## config.mk

```make
export PLATFORM = sky130hd
export DESIGN_NAME = column_partial_binarize_quantizer
export DESIGN_NICKNAME = d
export VERILOG_FILES = /design/src/rtl/core/cpbq_pkg.sv /design/src/rtl/core/cpbq_div.sv /design/src/rtl/core/cpbq_dp.sv /design/src/rtl/core/cpbq_ctrl.sv /design/src/rtl/core/column_partial_binarize_quantizer.sv
export SDC_FILE = /design/constraint.sdc
export NUM_CORES = 1
export LEC_CHECK = 0
export ABC_CLOCK_PERIOD_IN_PS = 14700
export BUFFER_PORTS_ARGS = -buffer_cell sky130_fd_sc_hd__buf_2
export CAP_MARGIN = 20
export CORE_AREA = 2 2 249 275
export DETAILED_ROUTE_END_ITERATION = 6
export DIE_AREA = 0 0 251 277
export PLACE_DENSITY = 0.71
export SLEW_MARGIN = 25
export SYNTH_ARGS = -nofsm -noshare
export SYNTH_HDL_FRONTEND = slang
export SYNTH_SLANG_ARGS = --single-unit
```

## constraint.sdc

```tcl
create_clock -name clk -period 14.7 [get_ports clk]
set_input_delay 2.94 -clock clk [delete_from_list [all_inputs] [get_ports clk]]
set_output_delay 2.94 -clock clk [all_outputs]
set_load 0.01 [all_outputs]
```

## src/rtl/core/cpbq_pkg.sv

```systemverilog
`default_nettype none
package cpbq_pkg;

  // fixed field widths
  localparam int WEIGHT_W = 16;
  localparam int CODE_W   = 8;
  localparam int SCALE_W  = 24;
  localparam int POS_W    = 6;
  localparam int SUM_W    = 21;

  // |weight| * 127 fits in this many bits
  localparam int PROD_W   = WEIGHT_W + 7;
  localparam int CODE_MAX = 127;

  // parameter defaults
  localparam int COLUMN_MAX_DEF       = 32;
  localparam int SCALE_EXTRA_BITS_DEF = 8;

  // controller to datapath
  typedef struct packed {
    logic load;
    logic div_scale;
    logic scale_latch;
    logic rd;
    logic div_code;
    logic code_latch;
    logic next;
  } cmd_t;

  // datapath to controller
  typedef struct packed {
    logic col_end;
    logic div_done;
    logic use_div;
    logic idx_last;
    logic sal_mode;
  } sts_t;

endpackage
`default_nettype wire

```

## src/rtl/core/cpbq_div.sv

```systemverilog
`default_nettype none
module cpbq_div #(
  parameter int NUM_W = 29,
  parameter int DEN_W = 16
) (
  input  wire logic             clk,
  input  wire logic             rst_n,
  input  wire logic             start,
  input  wire logic [NUM_W-1:0] num,
  input  wire logic [DEN_W-1:0] den,
  output logic                  done,
  output logic [NUM_W:0]        quo
);

  localparam int CNT_W = $clog2(NUM_W + 1);

  logic [DEN_W-1:0] rem_r, rem_nxt;
  logic [NUM_W-1:0] q_r, q_nxt;
  logic [DEN_W-1:0] den_r;
  logic [CNT_W-1:0] cnt_r;
  logic             busy_r, done_r;
  logic [DEN_W:0]   shifted, diff, twice;
  logic             round_up;

  // one restoring step per cycle
  always_comb begin
    shifted = {rem_r, q_r[NUM_W-1]};
    diff    = shifted - {1'b0, den_r};
    if (shifted >= {1'b0, den_r}) begin
      rem_nxt = diff[DEN_W-1:0];
      q_nxt   = {q_r[NUM_W-2:0], 1'b1};
    end else begin
      rem_nxt = shifted[DEN_W-1:0];
      q_nxt   = {q_r[NUM_W-2:0], 1'b0};
    end
  end

  always_ff @(posedge clk) begin
    if (!rst_n) begin
      busy_r <= 1'b0;
      done_r <= 1'b0;
      cnt_r  <= '0;
    end else begin
      done_r <= 1'b0;
      if (start) begin
        busy_r <= 1'b1;
        cnt_r  <= CNT_W'(NUM_W);
      end else if (busy_r) begin
        cnt_r <= cnt_r - 1'b1;
        if (cnt_r == CNT_W'(1)) begin
          busy_r <= 1'b0;
          done_r <= 1'b1;
        end
      end
    end
  end

  always_ff @(posedge clk) begin
    if (start) begin
      rem_r <= '0;
      q_r   <= num;
      den_r <= den;
    end else if (busy_r) begin
      rem_r <= rem_nxt;
      q_r   <= q_nxt;
    end
  end

  // round half to even
  assign twice    = {rem_r, 1'b0};
  assign round_up = (twice > {1'b0, den_r}) || ((twice == {1'b0, den_r}) && q_r[0]);
  assign quo      = {1'b0, q_r} + (NUM_W+1)'(round_up);
  assign done     = done_r;

endmodule
`default_nettype wire

```

## src/rtl/core/cpbq_dp.sv

```systemverilog
`default_nettype none
module cpbq_dp import cpbq_pkg::*; #(
  parameter int COLUMN_MAX       = COLUMN_MAX_DEF,
  parameter int SCALE_EXTRA_BITS = SCALE_EXTRA_BITS_DEF
) (
  input  wire logic                       clk,
  input  wire logic                       rst_n,
  input  wire logic signed [WEIGHT_W-1:0] in_weight,
  input  wire logic                       in_salient,
  input  wire logic                       in_last,
  input  wire cmd_t                       cmd,
  output sts_t                            sts,
  output logic signed [CODE_W-1:0]        out_code,
  output logic [SCALE_W-1:0]              out_scale,
  output logic [POS_W-1:0]                out_position,
  output logic                            out_final_res
);

  localparam int IDX_W   = (COLUMN_MAX > 1) ? $clog2(COLUMN_MAX) : 1;
  localparam int CNT_W   = $clog2(COLUMN_MAX + 1);
  localparam int SUMSH_W = SUM_W + SCALE_EXTRA_BITS;
  localparam int NUM_W   = (SUMSH_W > PROD_W) ? SUMSH_W : PROD_W;

  // salient scale by reciprocal multiplication: floor((peak << E + 63) / 127)
  localparam int SCLN_W   = WEIGHT_W + SCALE_EXTRA_BITS;
  localparam int RECIP_SH = SCLN_W + 7;
  localparam int RECIP_W  = SCLN_W + 1;
  localparam int SPROD_W  = SCLN_W + RECIP_W;
  localparam int SQ_W     = SCLN_W - 6;
  localparam int SQX_W    = (SQ_W > SCALE_W) ? SQ_W : SCALE_W;
  localparam longint unsigned RECIP_LL = ((64'd1 << RECIP_SH) + 64'd126) / 64'd127;
  localparam logic [RECIP_W-1:0] RECIP = RECIP_W'(RECIP_LL);

  logic [WEIGHT_W-1:0] store [COLUMN_MAX];
  logic [WEIGHT_W-1:0] rdata_r;
  logic [CNT_W-1:0]    count_r;
  logic [IDX_W-1:0]    idx_r;
  logic [WEIGHT_W-1:0] peak_r;
  logic [SUM_W-1:0]    sum_r;
  logic                mode_r;
  logic [SCALE_W-1:0]  scale_r;
  logic [CODE_W-1:0]   code_r, code_nxt;

  logic [WEIGHT_W-1:0] mag_in, mag_rd;
  logic [SUM_W:0]      sum_wide;
  logic [PROD_W-1:0]   prod;
  logic [NUM_W-1:0]    div_num;
  logic [WEIGHT_W-1:0] div_den;
  logic                div_done;
  logic [NUM_W:0]      div_quo;
  logic [CODE_W-1:0]   q8, code_div;
  logic                rd_neg, idx_last;
  logic [SCLN_W-1:0]   sal_num;
  logic [SPROD_W-1:0]  sal_prod;
  logic [SQX_W-1:0]    sal_ext;
  logic [SCALE_W-1:0]  sal_scale, bin_scale;

  assign mag_in   = in_weight[WEIGHT_W-1] ? WEIGHT_W'(-in_weight) : in_weight;
  assign sum_wide = {1'b0, sum_r} + (SUM_W+1)'(mag_in);

  // column counters and running peak / sum
  always_ff @(posedge clk) begin
    if (!rst_n) begin
      count_r <= '0;
      idx_r   <= '0;
      peak_r  <= '0;
      sum_r   <= '0;
      mode_r  <= 1'b0;
    end else if (cmd.load) begin
      count_r <= count_r + 1'b1;
      if (count_r == '0) begin
        mode_r <= in_salient;
      end
      if (mag_in > peak_r) begin
        peak_r <= mag_in;
      end
      sum_r <= sum_wide[SUM_W] ? {SUM_W{1'b1}} : sum_wide[SUM_W-1:0];
    end else if (cmd.next) begin
      if (idx_last) begin
        idx_r   <= '0;
        count_r <= '0;
        peak_r  <= '0;
        sum_r   <= '0;
      end else begin
        idx_r <= idx_r + 1'b1;
      end
    end
  end

  // column buffer
  always_ff @(posedge clk) begin
    if (cmd.load) begin
      store[count_r[IDX_W-1:0]] <= in_weight;
    end
    if (cmd.rd) begin
      rdata_r <= store[idx_r];
    end
  end

  // divider operand select
  assign rd_neg = rdata_r[WEIGHT_W-1];
  assign mag_rd = rd_neg ? WEIGHT_W'(-rdata_r) : rdata_r;
  assign prod   = PROD_W'(mag_rd) * PROD_W'(CODE_MAX);

  always_comb begin
    if (cmd.div_code) begin
      div_num = NUM_W'(prod);
      div_den = peak_r;
    end else begin
      div_num = NUM_W'(sum_r) << SCALE_EXTRA_BITS;
      div_den = WEIGHT_W'(count_r);
    end
  end

  cpbq_div #(
    .NUM_W (NUM_W),
    .DEN_W (WEIGHT_W)
  ) u_div (
    .clk   (clk),
    .rst_n (rst_n),
    .start (cmd.div_scale | cmd.div_code),
    .num   (div_num),
    .den   (div_den),
    .done  (div_done),
    .quo   (div_quo)
  );

  // salient scale, 127 is odd so adding 63 before flooring rounds without ties
  assign sal_num   = (SCLN_W'(peak_r) << SCALE_EXTRA_BITS) + SCLN_W'(CODE_MAX / 2);
  assign sal_prod  = SPROD_W'(sal_num) * SPROD_W'(RECIP);
  assign sal_ext   = SQX_W'(sal_prod[RECIP_SH +: SQ_W]);
  assign sal_scale = (sal_ext > SQX_W'({SCALE_W{1'b1}})) ? {SCALE_W{1'b1}}
                                                         : sal_ext[SCALE_W-1:0];
  assign bin_scale = (div_quo > (NUM_W+1)'({SCALE_W{1'b1}})) ? {SCALE_W{1'b1}}
                                                             : div_quo[SCALE_W-1:0];

  // code selection
  always_comb begin
    q8       = (div_quo > (NUM_W+1)'(CODE_MAX)) ? CODE_W'(CODE_MAX) : div_quo[CODE_W-1:0];
    code_div = rd_neg ? CODE_W'(-q8) : q8;
    if (!mode_r) begin
      code_nxt = rd_neg ? {CODE_W{1'b1}} : CODE_W'(1);
    end else if (peak_r != '0) begin
      code_nxt = code_div;
    end else begin
      code_nxt = '0;
    end
  end

  always_ff @(posedge clk) begin
    if (cmd.scale_latch) begin
      scale_r <= mode_r ? sal_scale : bin_scale;
    end
    if (cmd.code_latch) begin
      code_r <= code_nxt;
    end
  end

  assign idx_last = ((CNT_W+1)'(idx_r) + 1'b1) == (CNT_W+1)'(count_r);

  assign sts.col_end  = in_last | (count_r == CNT_W'(COLUMN_MAX - 1));
  assign sts.div_done = div_done;
  assign sts.use_div  = mode_r & (peak_r != '0);
  assign sts.idx_last = idx_last;
  assign sts.sal_mode = mode_r;

  assign out_code      = code_r;
  assign out_scale     = scale_r;
  assign out_position  = POS_W'(idx_r);
  assign out_final_res = idx_last;

endmodule
`default_nettype wire

```

## src/rtl/core/cpbq_ctrl.sv

```systemverilog
`default_nettype none
module cpbq_ctrl import cpbq_pkg::*; (
  input  wire logic clk,
  input  wire logic rst_n,
  input  wire logic in_valid,
  output logic      in_ready,
  output logic      out_valid,
  input  wire logic out_ready,
  input  wire sts_t sts,
  output cmd_t      cmd
);

  typedef enum logic [6:0] {
    S_FILL  = 7'b0000001,
    S_SCL   = 7'b0000010,
    S_SCLW  = 7'b0000100,
    S_RD    = 7'b0001000,
    S_CODE  = 7'b0010000,
    S_CODEW = 7'b0100000,
    S_OUT   = 7'b1000000
  } state_t;

  state_t state_r, state_nxt;

  always_ff @(posedge clk) begin
    if (!rst_n) begin
      state_r <= S_FILL;
    end else begin
      state_r <= state_nxt;
    end
  end

  // sequencing of load, scale (divide for binary columns) and per-element code and emit
  always_comb begin
    state_nxt = state_r;
    cmd       = '0;
    in_ready  = 1'b0;
    out_valid = 1'b0;
    unique case (state_r)
      S_FILL: begin
        in_ready = 1'b1;
        if (in_valid) begin
          cmd.load = 1'b1;
          if (sts.col_end) begin
            state_nxt = S_SCL;
          end
        end
      end
      S_SCL: begin
        // salient scale is ready at once, binary scale needs the divider
        if (sts.sal_mode) begin
          cmd.scale_latch = 1'b1;
          state_nxt       = S_RD;
        end else begin
          cmd.div_scale = 1'b1;
          state_nxt     = S_SCLW;
        end
      end
      S_SCLW: begin
        if (sts.div_done) begin
          cmd.scale_latch = 1'b1;
          state_nxt       = S_RD;
        end
      end
      S_RD: begin
        cmd.rd    = 1'b1;
        state_nxt = S_CODE;
      end
      S_CODE: begin
        if (sts.use_div) begin
          cmd.div_code = 1'b1;
          state_nxt    = S_CODEW;
        end else begin
          cmd.code_latch = 1'b1;
          state_nxt      = S_OUT;
        end
      end
      S_CODEW: begin
        if (sts.div_done) begin
          cmd.code_latch = 1'b1;
          state_nxt      = S_OUT;
        end
      end
      S_OUT: begin
        out_valid = 1'b1;
        if (out_ready) begin
          cmd.next  = 1'b1;
          state_nxt = sts.idx_last ? S_FILL : S_RD;
        end
      end
      default: begin
        state_nxt = S_FILL;
      end
    endcase
  end

endmodule
`default_nettype wire

```

## src/rtl/core/column_partial_binarize_quantizer.sv

```systemverilog
`default_nettype none
// Column quantizer with partial binarization. Weights of one column are
// taken one per cycle into a buffer until a request with last set arrives
// or COLUMN_MAX weights are held. A salient column gets its scale from a
// reciprocal multiply by 1/127; a binary column gets its mean from the
// shared bit-serial divider (NUM_W = max(23, 21 + SCALE_EXTRA_BITS), 29 at
// the defaults). Then one result request per element is issued in arrival
// order. A binary or all-zero salient column needs no divide per result;
// a salient column with nonzero peak waits for the same divider to form
// each rounded code. Results wait while out_ready is low. Input is not
// taken while a column is being emitted. The salient flag is sampled on
// the first weight of each column.
module column_partial_binarize_quantizer import cpbq_pkg::*; #(
  parameter int COLUMN_MAX       = COLUMN_MAX_DEF,
  parameter int SCALE_EXTRA_BITS = SCALE_EXTRA_BITS_DEF
) (
  input  wire logic                       clk,
  input  wire logic                       rst_n,
  input  wire logic                       in_valid,
  output logic                            in_ready,
  input  wire logic signed [WEIGHT_W-1:0] in_weight,
  input  wire logic                       in_salient,
  input  wire logic                       in_last,
  output logic                            out_valid,
  input  wire logic                       out_ready,
  output logic signed [CODE_W-1:0]        out_code,
  output logic [SCALE_W-1:0]              out_scale,
  output logic [POS_W-1:0]                out_position,
  output logic                            out_final_res
);

  cmd_t cmd;
  sts_t sts;

  cpbq_ctrl u_ctrl (
    .clk       (clk),
    .rst_n     (rst_n),
    .in_valid  (in_valid),
    .in_ready  (in_ready),
    .out_valid (out_valid),
    .out_ready (out_ready),
    .sts       (sts),
    .cmd       (cmd)
  );

  cpbq_dp #(
    .COLUMN_MAX       (COLUMN_MAX),
    .SCALE_EXTRA_BITS (SCALE_EXTRA_BITS)
  ) u_dp (
    .clk           (clk),
    .rst_n         (rst_n),
    .in_weight     (in_weight),
    .in_salient    (in_salient),
    .in_last       (in_last),
    .cmd           (cmd),
    .sts           (sts),
    .out_code      (out_code),
    .out_scale     (out_scale),
    .out_position  (out_position),
    .out_final_res (out_final_res)
  );

`ifndef SYNTH
  // no loading while a column is being emitted
  a_no_overlap: assert property (@(posedge clk) disable iff (!rst_n)
    !(in_ready && out_valid))
    else $error("input taken during emit");

  // end of column returns to loading
  a_final_back: assert property (@(posedge clk) disable iff (!rst_n)
    out_valid && out_ready && out_final_res |=> in_ready)
    else $error("no return to fill after final result");

  // codes stay symmetric
  a_code_range: assert property (@(posedge clk) disable iff (!rst_n)
    out_valid |-> out_code != 8'sh80)
    else $error("code out of range");
`endif

endmodule
`default_nettype wire
```

==> out/summary.txt <==
status: finished clean
max-slew violations: 0
cell with the most instances after synthesis: edfxtp_1
synth unique cells: 85
Sink Count: 684
GRT Util Overall: 0.271
worst hold path class: reg -> reg
largest net degree at the start of global routing: 57
Crit Path Max Fanout: 35
global-route wire length before repair: 141000 um
Tmin final: 6.80 ns
Synth async-reset ratio: 0
Port Buffers: 61
syn avg cell area: 13.6 um2
crit path launch type: input port
leakage dissipation: 0.0146 uW
Layout fillers: 5070
initial antenna violation count: 3
crit path DAT: 7.29 ns
worst slew pin tran: 0.975 ns
Post-synth top cells: 605 x edfxtp_1, 247 x ha_1, 180 x inv_1, 160 x mux4_2, 158 x nor2_1
EDFF count, synth: 605
Final Hold Vio Count: 0
most used flip-flop cell after synthesis: edfxtp_1
CTS buffer count: 72
Synth Cell Area: 0.0363 mm2
area grow syn2layout: 10.6%
Synth area leaders: edfxtp_1 50%, mux4_2 9.9%, ha_1 8.5%, dfxtp_1 4.4%, fa_1 3.9%
RSZ-0062 raised after global routing: false
final wirelength: 93300 um
crit end category: register
Core Footprint: 0.0671 mm2
htree depth: 3
FP Rows: 100
fin crit share: 0.462
# nets final: 3098
DP Wirelength: 61400 um
highest routed layer: met5
CTS Buffer Depth: 3
CTS tree: built
residual DRC count: 0
Post-CTS Setup Repair Bufs: 0
wire length on met3: 6630 um
met2 WL: 45700 um
Root Buffer: clkbuf_16
vias per cell: 6.32
GPL Wtd Cong: 0.909
footprint of the multi-input gates: 0.0156 mm2
insertion delay to the later sink of the worst-skew pair: 0.64 ns
classification of the worst setup path: in -> reg
clock skew: 0.0249 ns
Metal-1 WL: 36500 um
critical path required time: 15.20 ns
drt pass-1 iters: 5
leading area contributor after synthesis: edfxtp_1
IO Count: 63
Die W: 251 um
Util after Layout: 0.599
syn nets: 3016
cts hold-fix bufs: 0
vias in the first global route: 23296
die area: 0.0695 mm2
Wirelength per Cell: 25.3 um
cells after synthesis: 2677
Yosys Warn Count: 0
remaining global-route overflow: 0
Setup Total Neg Slack: 0 ns
sequential share of the synthesized area: 0.543
#FFs+latches synth: 684
top cell type's share of synthesized area: 0.500
Reg area: 0.0198 mm2
fraction of layout instances using a drive strength above 1: 0.167
DRT iter0 DRCs: 2515
Initial Utilization: 0.542
Pwr Density: 124 mW/mm2
die height: 277 um
Slew headroom: 0.346
via count: 23283
setup violators final: 0
clock-pin slew of the registers on the worst-case setup and hold paths: 0.06 ns
Max IR drop VDD: 115 uV
Max Freq: 147 MHz
Max Cap Violations: 0
final antenna-violating net count: 0
Post-CTS Resized: 0
[cell families after synthesis]
family	after synthesis	share of synthesized area
AOI/OAI and AO/OA	461	0.0804
xor gates and xnor gates	110	0.0265
adders and majority gates	317	0.124
buffers and inverters	291	0.0306
DFF	684	0.543
muxes	194	0.109
other	1	0.000103
and+or+nand+nor	619	0.0861
[cells in the final DEF (no fill, tap or decap), types with 70 or more instances in the layout]
cell / n
edfxtp_1: 605
a21oi_1: 148
inv_1: 179
clkbuf_16: 72
xnor2_1: 75
dfxtp_1: 75
o21ai_0: 86
fa_1: 70
ha_1: 247
mux4_2: 160
nand2_1: 146
nor2_1: 130
[power breakdown]
group	internal, uW	total, uW	switching [uW]
registers	2200	2270	72.1
logic	360	912	553
clock network	1010	1790	777
[state kept, by name, summed over array words and instances, names as in the netlist]
register,count
u_dp.store,512
u_dp.u_div.q_r,29
u_dp.out_scale,24
u_dp.sum_r,21
u_dp.peak_r,16
u_dp.rdata_r,16
u_dp.u_div.den_r,16
u_dp.u_div.rem_r,16
u_dp.out_code,8
u_ctrl.state_r,7
u_dp.count_r,6
u_dp.idx_r,5
u_dp.u_div.cnt_r,5
u_dp.mode_r,1
u_dp.u_div.busy_r,1
u_dp.u_div.done,1
[worst max-delay path, cell delays in order]
cell and delay [ns]:
buf_2 0.32, or4_1 0.60, or2_2 0.31, or4_1 0.48, o31ai_1 0.27, xnor2_1 0.23
ha_1 0.33, and3_1 0.22, a21oi_1 0.14, nand2_1 0.07, a21o_1 0.19, o21ai_0 0.37
a21boi_0 0.32, nor4b_1 0.40, nor3_1 0.07
[layer usage]
layer | track usage | vias to the layer above
li1 | - | 10368
met1 | 0.353 | 11694
met2 | 0.449 | 997
met3 | 0.0465 | 218
met4 | 0.118 | 6
met5 | 0 | -
[path summary, 6_finish.rpt]
path | to | start | slack (ns) | cells past startpoint
setup / recovery | u_dp.sum_r[20]$_SDFFE_PN0P_ | in_weight[6] | 7.90 | 15
hold / removal | u_dp.sum_r[3]$_SDFFE_PN0P_ | u_dp.sum_r[3]$_SDFFE_PN0P_ | 0.51 | 2
setup reg to reg | u_dp.u_div.q_r[19]$_DFFE_PP_ | u_dp.rdata_r[0]$_DFFE_PP_ | 8.11 | 22
hold reg to reg | u_dp.sum_r[3]$_SDFFE_PN0P_ | u_dp.sum_r[3]$_SDFFE_PN0P_ | 0.51 | 2
[cell type report]
cell class	count	share of cell area
Sequential cell	684	0.492
Multi-Input combinational cell	1702	0.388
Clock buffer	87	0.0465
Tap cell	867	0.0270
Timing Repair Buffer	116	0.0181
Inverter	183	0.0171
Clock inverter	44	0.0114
Antenna cell	1	0.0000623
[through the flow]
stage / instance area [um2] / total power [uW] / hold WS, ns / setup WS [ns] / instances
floorplan: 36300 / 2940 / 0.461 / 8.31 / 2677
global placement: 37800 / 3180 / 0.493 / 7.35 / 3551
detailed placement: 37800 / 3210 / 0.500 / 7.15 / 3552
CTS: 40200 / 4980 / 0.507 / 7.81 / 3683
global route: 40200 / 5180 / 0.519 / 7.63 / 3683
finish: 40200 / 4970 / 0.507 / 7.90 / 3684
Power figures use the tool's default switching activity.
